File: src/rtl/lzm_pkg.sv
// ----------------------------------------------------------------------------
// lzm_pkg
// Shared types and constants of the LZ77 longest-match encoder.
// ----------------------------------------------------------------------------
package lzm_pkg;

    localparam int BYTE_W = 8;

    typedef enum logic [2:0] {
        ST_IDLE,
        ST_START,
        ST_SEARCH,
        ST_PUSH,
        ST_EMIT
    } t_state;

endpackage

File: src/rtl/lzm_byte_if.sv
// ----------------------------------------------------------------------------
// lzm_byte_if
// Input channel: one uncompressed byte per word, with an end-of-stream flag.
// ----------------------------------------------------------------------------
interface lzm_byte_if import lzm_pkg::*; ();

    logic              valid;
    logic              ready;
    logic [BYTE_W-1:0] in_byte;
    logic              in_last;

    modport source (output valid, output in_byte, output in_last, input ready);
    modport sink   (input valid, input in_byte, input in_last, output ready);

endinterface

File: src/rtl/lzm_token_if.sv
// ----------------------------------------------------------------------------
// lzm_token_if
// Output channel: one token per word (distance, length, literal, last flag).
// ----------------------------------------------------------------------------
interface lzm_token_if import lzm_pkg::*; #(
    parameter int DIST_W = 9,
    parameter int LEN_W  = 4
) ();

    logic              valid;
    logic              ready;
    logic [DIST_W-1:0] match_distance;
    logic [LEN_W-1:0]  match_length;
    logic [BYTE_W-1:0] next_literal;
    logic              token_last;

    modport source (
        output valid, output match_distance, output match_length,
        output next_literal, output token_last, input ready
    );
    modport sink (
        input valid, input match_distance, input match_length,
        input next_literal, input token_last, output ready
    );

endinterface

File: src/rtl/lz77_longest_match_encoder.sv
// ----------------------------------------------------------------------------
// lz77_longest_match_encoder
// LZ77 encoder: exhaustive longest-match search over a sliding history.
// ----------------------------------------------------------------------------
// Usage:
//   i_byte takes one byte per word; in_last marks the final byte of a stream.
//   o_token gives one token per word: backward distance, match length, the
//   literal that follows, and token_last on the final token of a stream.
//   Bytes collect in a lookahead of LOOKAHEAD_SIZE bytes. A full lookahead
//   (or in_last) starts a token; in_last flushes tokens until it is empty,
//   then history and lookahead restart empty for the next stream.
//   For each token the HF history bytes (HF is the history fill, up to
//   WINDOW_SIZE) are read one byte per cycle into a compare window, then
//   the lookahead bytes; one start position is scored per cycle, then
//   LEN+1 bytes, LEN being the match length, are written back to the
//   history one per cycle. In steady flow a token consumes LEN+1 bytes.
//   i_byte.ready is high only between tokens. A token waits in the output
//   register while the receiver stalls; the encoder goes on with the next
//   search and holds only when a second token is ready before the first
//   is taken. Reset empties history and lookahead at once; the history
//   memory has no clearing pass.
// ----------------------------------------------------------------------------
module lz77_longest_match_encoder import lzm_pkg::*; #(
    parameter int WINDOW_SIZE    = 256,
    parameter int LOOKAHEAD_SIZE = 16
) (
    input  logic               i_clk,
    input  logic               i_rst_n,
    lzm_byte_if.sink           i_byte,
    lzm_token_if.source        o_token
);

    localparam int N   = LOOKAHEAD_SIZE - 1;                   // compare window
    localparam int AW  = $clog2(WINDOW_SIZE);
    localparam int HW  = $clog2(WINDOW_SIZE + 1);
    localparam int LW  = $clog2(LOOKAHEAD_SIZE);
    localparam int LFW = $clog2(LOOKAHEAD_SIZE + 1);
    localparam int JW  = $clog2(WINDOW_SIZE + LOOKAHEAD_SIZE);

    t_state r_state, n_state;

    logic [BYTE_W-1:0] r_hist [WINDOW_SIZE];
    logic [BYTE_W-1:0] r_look [LOOKAHEAD_SIZE];
    logic [BYTE_W-1:0] r_sh   [N];

    logic [HW-1:0]     r_hfill;
    logic [LFW-1:0]    r_lfill;
    logic [AW-1:0]     r_wp;
    logic              r_flush;
    logic [LW-1:0]     r_cap;
    logic [JW-1:0]     r_jmax;
    logic [JW-1:0]     r_j;
    logic [AW-1:0]     r_rd_addr;
    logic              r_d1_vld;
    logic              r_d1_hist;
    logic [JW-1:0]     r_d1_j;
    logic [BYTE_W-1:0] r_hist_q;
    logic [BYTE_W-1:0] r_la_q;
    logic              r_d2_vld;
    logic [JW-1:0]     r_d2_s;
    logic [LW-1:0]     r_best_len;
    logic [HW-1:0]     r_best_dist;
    logic [LW-1:0]     r_cnt;
    logic [BYTE_W-1:0] r_lit;

    logic              r_out_vld;
    logic [HW-1:0]     r_out_dist;
    logic [LW-1:0]     r_out_len;
    logic [BYTE_W-1:0] r_out_lit;
    logic              r_out_last;

    logic              in_acc;
    logic              search_go;
    logic              issue;
    logic              from_hist;
    logic              search_done;
    logic              out_free;
    logic              out_load;
    logic              stream_end;
    logic [AW+1:0]     base_sum;
    logic [AW-1:0]     base_addr;
    logic [BYTE_W-1:0] d1_data;
    logic [N-1:0]      ok;
    logic [LW-1:0]     m_len;
    logic [HW-1:0]     m_dist;

    assign in_acc      = i_byte.valid && i_byte.ready;
    assign search_go   = (r_hfill != '0) && (r_lfill > LFW'(1));
    assign issue       = (r_state == ST_SEARCH) && (r_j <= r_jmax);
    assign from_hist   = r_j < JW'(r_hfill);
    assign search_done = (r_j > r_jmax) && !r_d1_vld && !r_d2_vld;
    assign out_free    = !r_out_vld || o_token.ready;
    assign out_load    = (r_state == ST_EMIT) && out_free;
    assign stream_end  = r_flush && (r_lfill == '0);
    assign d1_data     = r_d1_hist ? r_hist_q : r_la_q;

    // oldest history byte sits at wp - hfill, modulo the window
    always_comb begin
        base_sum = {2'b00, r_wp} + (AW+2)'(WINDOW_SIZE) - (AW+2)'(r_hfill);
        if (base_sum >= (AW+2)'(WINDOW_SIZE)) begin
            base_sum = base_sum - (AW+2)'(WINDOW_SIZE);
        end
        base_addr = base_sum[AW-1:0];
    end

    // leading run of matching bytes in the window, capped so a literal remains
    always_comb begin
        for (int k = 0; k < N; k++) begin
            ok[k] = (r_sh[k] == r_look[k]) && (LW'(k) < r_cap);
        end
        m_len = LW'(N);
        for (int k = N - 1; k >= 0; k--) begin
            if (!ok[k]) begin
                m_len = LW'(k);
            end
        end
        m_dist = r_hfill - HW'(r_d2_s);
    end

    always_ff @(posedge i_clk) begin
        if (!i_rst_n) begin
            r_state <= ST_IDLE;
        end else begin
            r_state <= n_state;
        end
    end

    always_comb begin
        n_state = r_state;
        unique case (r_state)
            ST_IDLE: begin
                if (in_acc && (i_byte.in_last || r_lfill == LFW'(LOOKAHEAD_SIZE - 1))) begin
                    n_state = ST_START;
                end
            end
            ST_START: begin
                n_state = search_go ? ST_SEARCH : ST_PUSH;
            end
            ST_SEARCH: begin
                if (search_done) begin
                    n_state = ST_PUSH;
                end
            end
            ST_PUSH: begin
                if (r_cnt == '0) begin
                    n_state = ST_EMIT;
                end
            end
            ST_EMIT: begin
                if (out_free) begin
                    n_state = (r_flush && r_lfill != '0) ? ST_START : ST_IDLE;
                end
            end
            default: n_state = ST_IDLE;
        endcase
    end

    // control state
    always_ff @(posedge i_clk) begin
        if (!i_rst_n) begin
            r_hfill   <= '0;
            r_lfill   <= '0;
            r_wp      <= '0;
            r_flush   <= 1'b0;
            r_d1_vld  <= 1'b0;
            r_d2_vld  <= 1'b0;
            r_out_vld <= 1'b0;
        end else begin
            r_d1_vld <= issue;
            r_d2_vld <= r_d1_vld && (r_d1_j >= JW'(N - 1));
            if (in_acc) begin
                r_lfill <= r_lfill + LFW'(1);
                r_flush <= i_byte.in_last;
            end
            if (r_state == ST_PUSH) begin
                r_lfill <= r_lfill - LFW'(1);
                r_wp    <= (r_wp == AW'(WINDOW_SIZE - 1)) ? '0 : r_wp + AW'(1);
                if (r_hfill != HW'(WINDOW_SIZE)) begin
                    r_hfill <= r_hfill + HW'(1);
                end
            end
            if (out_load) begin
                r_out_vld <= 1'b1;
                if (stream_end) begin
                    r_hfill <= '0;
                    r_wp    <= '0;
                    r_flush <= 1'b0;
                end
            end else if (o_token.ready) begin
                r_out_vld <= 1'b0;
            end
        end
    end

    // history memory: one read port for the search, one write port for push
    always_ff @(posedge i_clk) begin
        if (issue && from_hist) begin
            r_hist_q <= r_hist[r_rd_addr];
        end
        if (r_state == ST_PUSH) begin
            r_hist[r_wp] <= r_look[0];
        end
    end

    // datapath
    always_ff @(posedge i_clk) begin
        if (in_acc) begin
            r_look[r_lfill[LW-1:0]] <= i_byte.in_byte;
        end
        case (r_state)
            ST_START: begin
                r_cap       <= LW'(r_lfill - LFW'(1));
                r_jmax      <= JW'(r_hfill) + JW'(LOOKAHEAD_SIZE) - JW'(3);
                r_j         <= '0;
                r_rd_addr   <= base_addr;
                r_best_len  <= '0;
                r_best_dist <= '0;
                r_cnt       <= '0;
            end
            ST_SEARCH: begin
                r_cnt <= r_best_len;
            end
            ST_PUSH: begin
                for (int i = 0; i < LOOKAHEAD_SIZE - 1; i++) begin
                    r_look[i] <= r_look[i + 1];
                end
                r_cnt <= r_cnt - LW'(1);
                if (r_cnt == '0) begin
                    r_lit <= r_look[0];
                end
            end
            default: begin
            end
        endcase

        // issue stage: history bytes first, then the lookahead itself
        if (issue) begin
            r_j       <= r_j + JW'(1);
            r_d1_j    <= r_j;
            r_d1_hist <= from_hist;
            if (from_hist) begin
                r_rd_addr <= (r_rd_addr == AW'(WINDOW_SIZE - 1)) ? '0 : r_rd_addr + AW'(1);
            end else begin
                r_la_q <= r_look[LW'(r_j - JW'(r_hfill))];
            end
        end

        // compare window shifts one sequence byte per cycle
        if (r_d1_vld) begin
            for (int i = 0; i < N - 1; i++) begin
                r_sh[i] <= r_sh[i + 1];
            end
            r_sh[N-1] <= d1_data;
            r_d2_s    <= r_d1_j - JW'(N - 1);
        end

        // strictly longer wins, so the farthest-back start keeps ties
        if (r_d2_vld && (m_len > r_best_len)) begin
            r_best_len  <= m_len;
            r_best_dist <= m_dist;
        end

        if (out_load) begin
            r_out_dist <= r_best_dist;
            r_out_len  <= r_best_len;
            r_out_lit  <= r_lit;
            r_out_last <= stream_end;
        end
    end

    assign i_byte.ready           = (r_state == ST_IDLE);
    assign o_token.valid          = r_out_vld;
    assign o_token.match_distance = r_out_dist;
    assign o_token.match_length   = r_out_len;
    assign o_token.next_literal   = r_out_lit;
    assign o_token.token_last     = r_out_last;

    a_in_room: assert property (@(posedge i_clk) disable iff (!i_rst_n)
        in_acc |-> (r_lfill < LFW'(LOOKAHEAD_SIZE)))
        else $error("byte accepted into a full lookahead");

    a_push_nonempty: assert property (@(posedge i_clk) disable iff (!i_rst_n)
        (r_state == ST_PUSH) |-> (r_lfill != '0))
        else $error("consuming from an empty lookahead");

    a_zero_dist: assert property (@(posedge i_clk) disable iff (!i_rst_n)
        (r_state == ST_EMIT && r_best_len == '0) |-> (r_best_dist == '0))
        else $error("distance set without a match");

    a_dist_range: assert property (@(posedge i_clk) disable iff (!i_rst_n)
        (r_state == ST_EMIT && r_best_len != '0)
            |-> (r_best_dist != '0 && r_best_dist <= r_hfill))
        else $error("match distance outside the history");

    a_stream_restart: assert property (@(posedge i_clk) disable iff (!i_rst_n)
        (out_load && stream_end) |=> (r_hfill == '0 && r_wp == '0 && r_state == ST_IDLE))
        else $error("history not emptied after the final token");

endmodule

File: src/flat_wrapper.sv
// flat-port wrapper written by rule: the top's interface ports become plain ports
module lz77_longest_match_encoder_flat import lzm_pkg::*;
#(
    parameter int WINDOW_SIZE    = 256,
    parameter int LOOKAHEAD_SIZE = 16
)
  (i_clk, i_rst_n, i_byte_valid, i_byte_in_byte, i_byte_in_last, i_byte_ready, o_token_valid, o_token_match_distance, o_token_match_length, o_token_next_literal, o_token_token_last, o_token_ready);
  lzm_byte_if i_byte_i ();
  lzm_token_if o_token_i ();
  input  logic i_clk;
  input  logic i_rst_n;
  input wire logic [$bits(i_byte_i.valid)-1:0] i_byte_valid;
  input wire logic [$bits(i_byte_i.in_byte)-1:0] i_byte_in_byte;
  input wire logic [$bits(i_byte_i.in_last)-1:0] i_byte_in_last;
  output wire logic [$bits(i_byte_i.ready)-1:0] i_byte_ready;
  output wire logic [$bits(o_token_i.valid)-1:0] o_token_valid;
  output wire logic [$bits(o_token_i.match_distance)-1:0] o_token_match_distance;
  output wire logic [$bits(o_token_i.match_length)-1:0] o_token_match_length;
  output wire logic [$bits(o_token_i.next_literal)-1:0] o_token_next_literal;
  output wire logic [$bits(o_token_i.token_last)-1:0] o_token_token_last;
  input wire logic [$bits(o_token_i.ready)-1:0] o_token_ready;
  assign i_byte_i.valid = i_byte_valid;
  assign i_byte_i.in_byte = i_byte_in_byte;
  assign i_byte_i.in_last = i_byte_in_last;
  assign i_byte_ready = i_byte_i.ready;
  assign o_token_valid = o_token_i.valid;
  assign o_token_match_distance = o_token_i.match_distance;
  assign o_token_match_length = o_token_i.match_length;
  assign o_token_next_literal = o_token_i.next_literal;
  assign o_token_token_last = o_token_i.token_last;
  assign o_token_i.ready = o_token_ready;
  lz77_longest_match_encoder #(.WINDOW_SIZE(WINDOW_SIZE), .LOOKAHEAD_SIZE(LOOKAHEAD_SIZE)) u_core (.i_clk(i_clk), .i_rst_n(i_rst_n), .i_byte(i_byte_i), .o_token(o_token_i));
endmodule
File: config.mk
export PLATFORM = sky130hd
export DESIGN_NAME = lz77_longest_match_encoder_flat
export DESIGN_NICKNAME = d
export VERILOG_FILES = /design/src/rtl/lzm_pkg.sv /design/src/rtl/lzm_byte_if.sv /design/src/rtl/lzm_token_if.sv /design/src/rtl/lz77_longest_match_encoder.sv /design/src/flat_wrapper.sv
export SDC_FILE = /design/constraint.sdc
export NUM_CORES = 2
export LEC_CHECK = 0
export BUFFER_PORTS_ARGS = -buffer_cell sky130_fd_sc_hd__buf_2
export CORE_MARGIN = 4
export CORE_UTILIZATION = 55
export CTS_CLUSTER_SIZE = 10
export DETAILED_ROUTE_END_ITERATION = 7
export PLACE_DENSITY = 0.77
export SYNTH_ARGS = -nofsm -noshare
export SYNTH_HDL_FRONTEND = slang
export SYNTH_SLANG_ARGS = --single-unit
File: constraint.sdc
create_clock -name i_clk -period 9.15 [get_ports i_clk]
set_input_delay 1.3725 -clock i_clk [delete_from_list [all_inputs] [get_ports i_clk]]
set_output_delay 1.3725 -clock i_clk [all_outputs]
set_load 0.02 [all_outputs]
==> results.toml <==
[grt]
antenna_found_initial = 8
grt_use_met1 = 0.361
grt_first_pass_wirelength_mm = 362
grt_max_degree = 184
grt_busiest_layer = "met2"
grt_pass1_vias = 52300
grt_use_met3 = 0.0792
grt.met2_usage = 0.403
gr-usage-all-layers = 0.265
grt_overflow_total = 0

[layout]
fillers = 11900
fin_nets = 5527
regArea_um2 = 72800
drive_above_1_share = 0.151
multi_input_area_um2 = 23900
final_common_cell = "edfxtp_1"
area_delta_synth_final_pct = 9.83
layoutNonFillerInstCount = 7873
layout_common_cells = "2400 x edfxtp_1, 398 x nor2_1, 377 x mux2i_1, 346 x mux4_2, 302 x clkbuf_16"

[die]
die_h_um = 432
core.rowCount = 155
core-area_um2 = 179000
die_area_um2 = 187000
start_util = 0.554
ioPinCount = 37
die_w_um = 432

[timing]
setup_viol = 0
slew_headroom = 0.0985
finalCritPeriodShare = 0.564
setup_slack_ps = 3990
clock_skew_ps = 58.4
hold_violations = 0
max_clock_freq_mhz = 194
finalSetupTns_ps = 0
worst_pin_slew_ps = 1350
final_max_slew_viol_count = 0
fin_crit_ps = 5160
grt_setup_unrepaired = "no"

[synthesis]
async_flop_share = 0
ys.flop_type = "edfxtp_1"
synth_area_um2 = 98900
yosys_warnings = 0
synth_edf_count = 2400
synth_cells = 5348
syn_nets = 5417
ys_ff_latch = 2437
avgSynthCellArea_um2 = 18.5
ys_types = 86
yosysSeqAreaShare = 0.736

[clock_tree]
cts_tree = "yes"
clk_latency_ps = 930
cts_buffer_depth = 4
cts_resized = 0
cts_buffers = 295
cts_sinks = 2437
cts.htree.levels = 5
path_clk_slew_ps = 50
postCtsSetupBuffers = 0
clock-root-buffer = "clkbuf_16"
cts_hold_buf = 0

[route]
routed_wl_mm = 248
avgRoutedWirePerCell_um = 31.5
drt_first_pass_iters = 6
dr_total_vias = 53400
vias_per_cell = 6.79
drtAntennaViolNets = 0
drc_errors = 0
drt-initial-drc-count = 7981

[run]
maxCapViolCount = 0

[worst_hold_path]
min_from = "u_core.r_lit[7]"
min_path_type = "register to register"

[critical_path]
criticalPathCategory = "register to register"
cp.required_ps = 9630
critical_path_arrival_ps = 5630
critPathLaunch = "u_core.r_cap[3]"
critPathMaxFanout = 14
cp-end-kind = "register"
r2r_start = "u_core.r_cap[3]"
critPathLaunchType = "register"

[power_and_ir_drop]
peakVddDrop_mv = 0.188
power_density_nw_per_um2 = 286
p_leak_uw = 0.0340

[status]
status = "finished clean"

[placement]
dp_hpwl_mm = 146
place_ws_ps = 4120
portBuffers = 36
place_inst = 7516
gp_congestion = 0.926
final timing paths:
check | endpoint | slack (ps) | depth (start not counted)
min | u_core.o_token.next_literal[7] | 420 | 0
max reg2reg | u_core.r_best_dist[6] | 3990 | 14
min reg2reg | u_core.o_token.next_literal[7] | 420 | 0
max | u_core.r_best_dist[6] | 3990 | 14
metrics by stage:
stage	hold WS [ps]	total power [uW]	cell area, um^2	util
detailed placement	406	21200	101000	0.565
CTS	420	31100	109000	0.608
floorplan	400	19100	98900	-
global route	422	32000	109000	0.608
finish	419	31100	109000	0.608
global placement	401	21100	101000	0.565
power by group:
part / total [uW] / internal (uW) / switching [uW]
logic: 7540 / 2770 / 4770
registers: 13600 / 13300 / 312
clock network: 9930 / 5840 / 4090
total: 31100 / 21900 / 9170
layer usage:
layer | routed length (um) | vias up | share of wire
met5 | 20 | - | 0.000081
met4 | 11100 | 4 | 0.045
met3 | 30700 | 582 | 0.12
met2 | 116000 | 3645 | 0.47
met1 | 90300 | 27400 | 0.36
li1 | - | 21800 | -
cells by family after synthesis:
group,after synthesis,synth area share
buf+inv,365,0.0226
fa+ha+maj,56,0.00731
flops,2437,0.736
compound gates,687,0.0491
mux,785,0.131
simple gates,847,0.0393
xor+xnor,171,0.0151
flip-flops by register name (all words and copies together), names as in the netlist, 9 cells and up:
signal / count
u_core.r_sh: 120
u_core.r_j: 9
u_core.r_jmax: 9
u_core.r_d2_s: 9
u_core.r_best_dist: 9
u_core.r_hist: 2048
u_core.r_hfill: 9
u_core.o_token.match_distance: 9
u_core.r_d1_j: 9
u_core.r_look: 128
worst max-delay path, stage by stage, from the launching register on:
cell	delay, ps
edfxtp_1	650
nand3_1	250
nor2_1	140
nand3_1	80
nor4_1	460
nor2_1	90
nor4_1	350
o311ai_0	350
a21boi_0	290
ha_1	270
nor2b_1	140
o21a_1	170
o21a_1	160
o211ai_1	770
nand2_1	570
layout make-up:
| class | count | area share |
|---|---|---|
| Clock inverter | 9 | 0.000610 |
| Inverter | 50 | 0.00180 |
| Timing Repair Buffer | 128 | 0.00905 |
| Antenna cell | 7 | 0.000161 |
| Sequential cell | 2437 | 0.670 |
| Multi-Input combinational cell | 2546 | 0.220 |
| Tap cell | 2355 | 0.0271 |
| Clock buffer | 341 | 0.0709 |
cell usage after synthesis, types with 35 or more instances:
cell      count  share of area
buf_6        35         0.0040
o21ai_0      85         0.0043
nand4_1      39         0.0025
xnor2_1      82         0.0073
clkbuf_1    162         0.0061
nand3_1      42         0.0021
nor2_1      399          0.015
mux4_1       44          0.012
buf_2        47         0.0024
o221ai_1    112         0.0099
mux2i_1     377          0.038
a21o_1      134          0.010
nor3_1       91         0.0046
edfxtp_1   2400           0.73
dfxtp_1      37         0.0075
inv_1        46         0.0017
xor2_1       89         0.0079
mux4_2      346          0.079
ha_1         53         0.0067
o22ai_1      88         0.0056
nand2_1     122         0.0046
a21oi_1     107         0.0054
nor4_1       46         0.0029
Note: power is estimated with default switching activity, not from simulation.
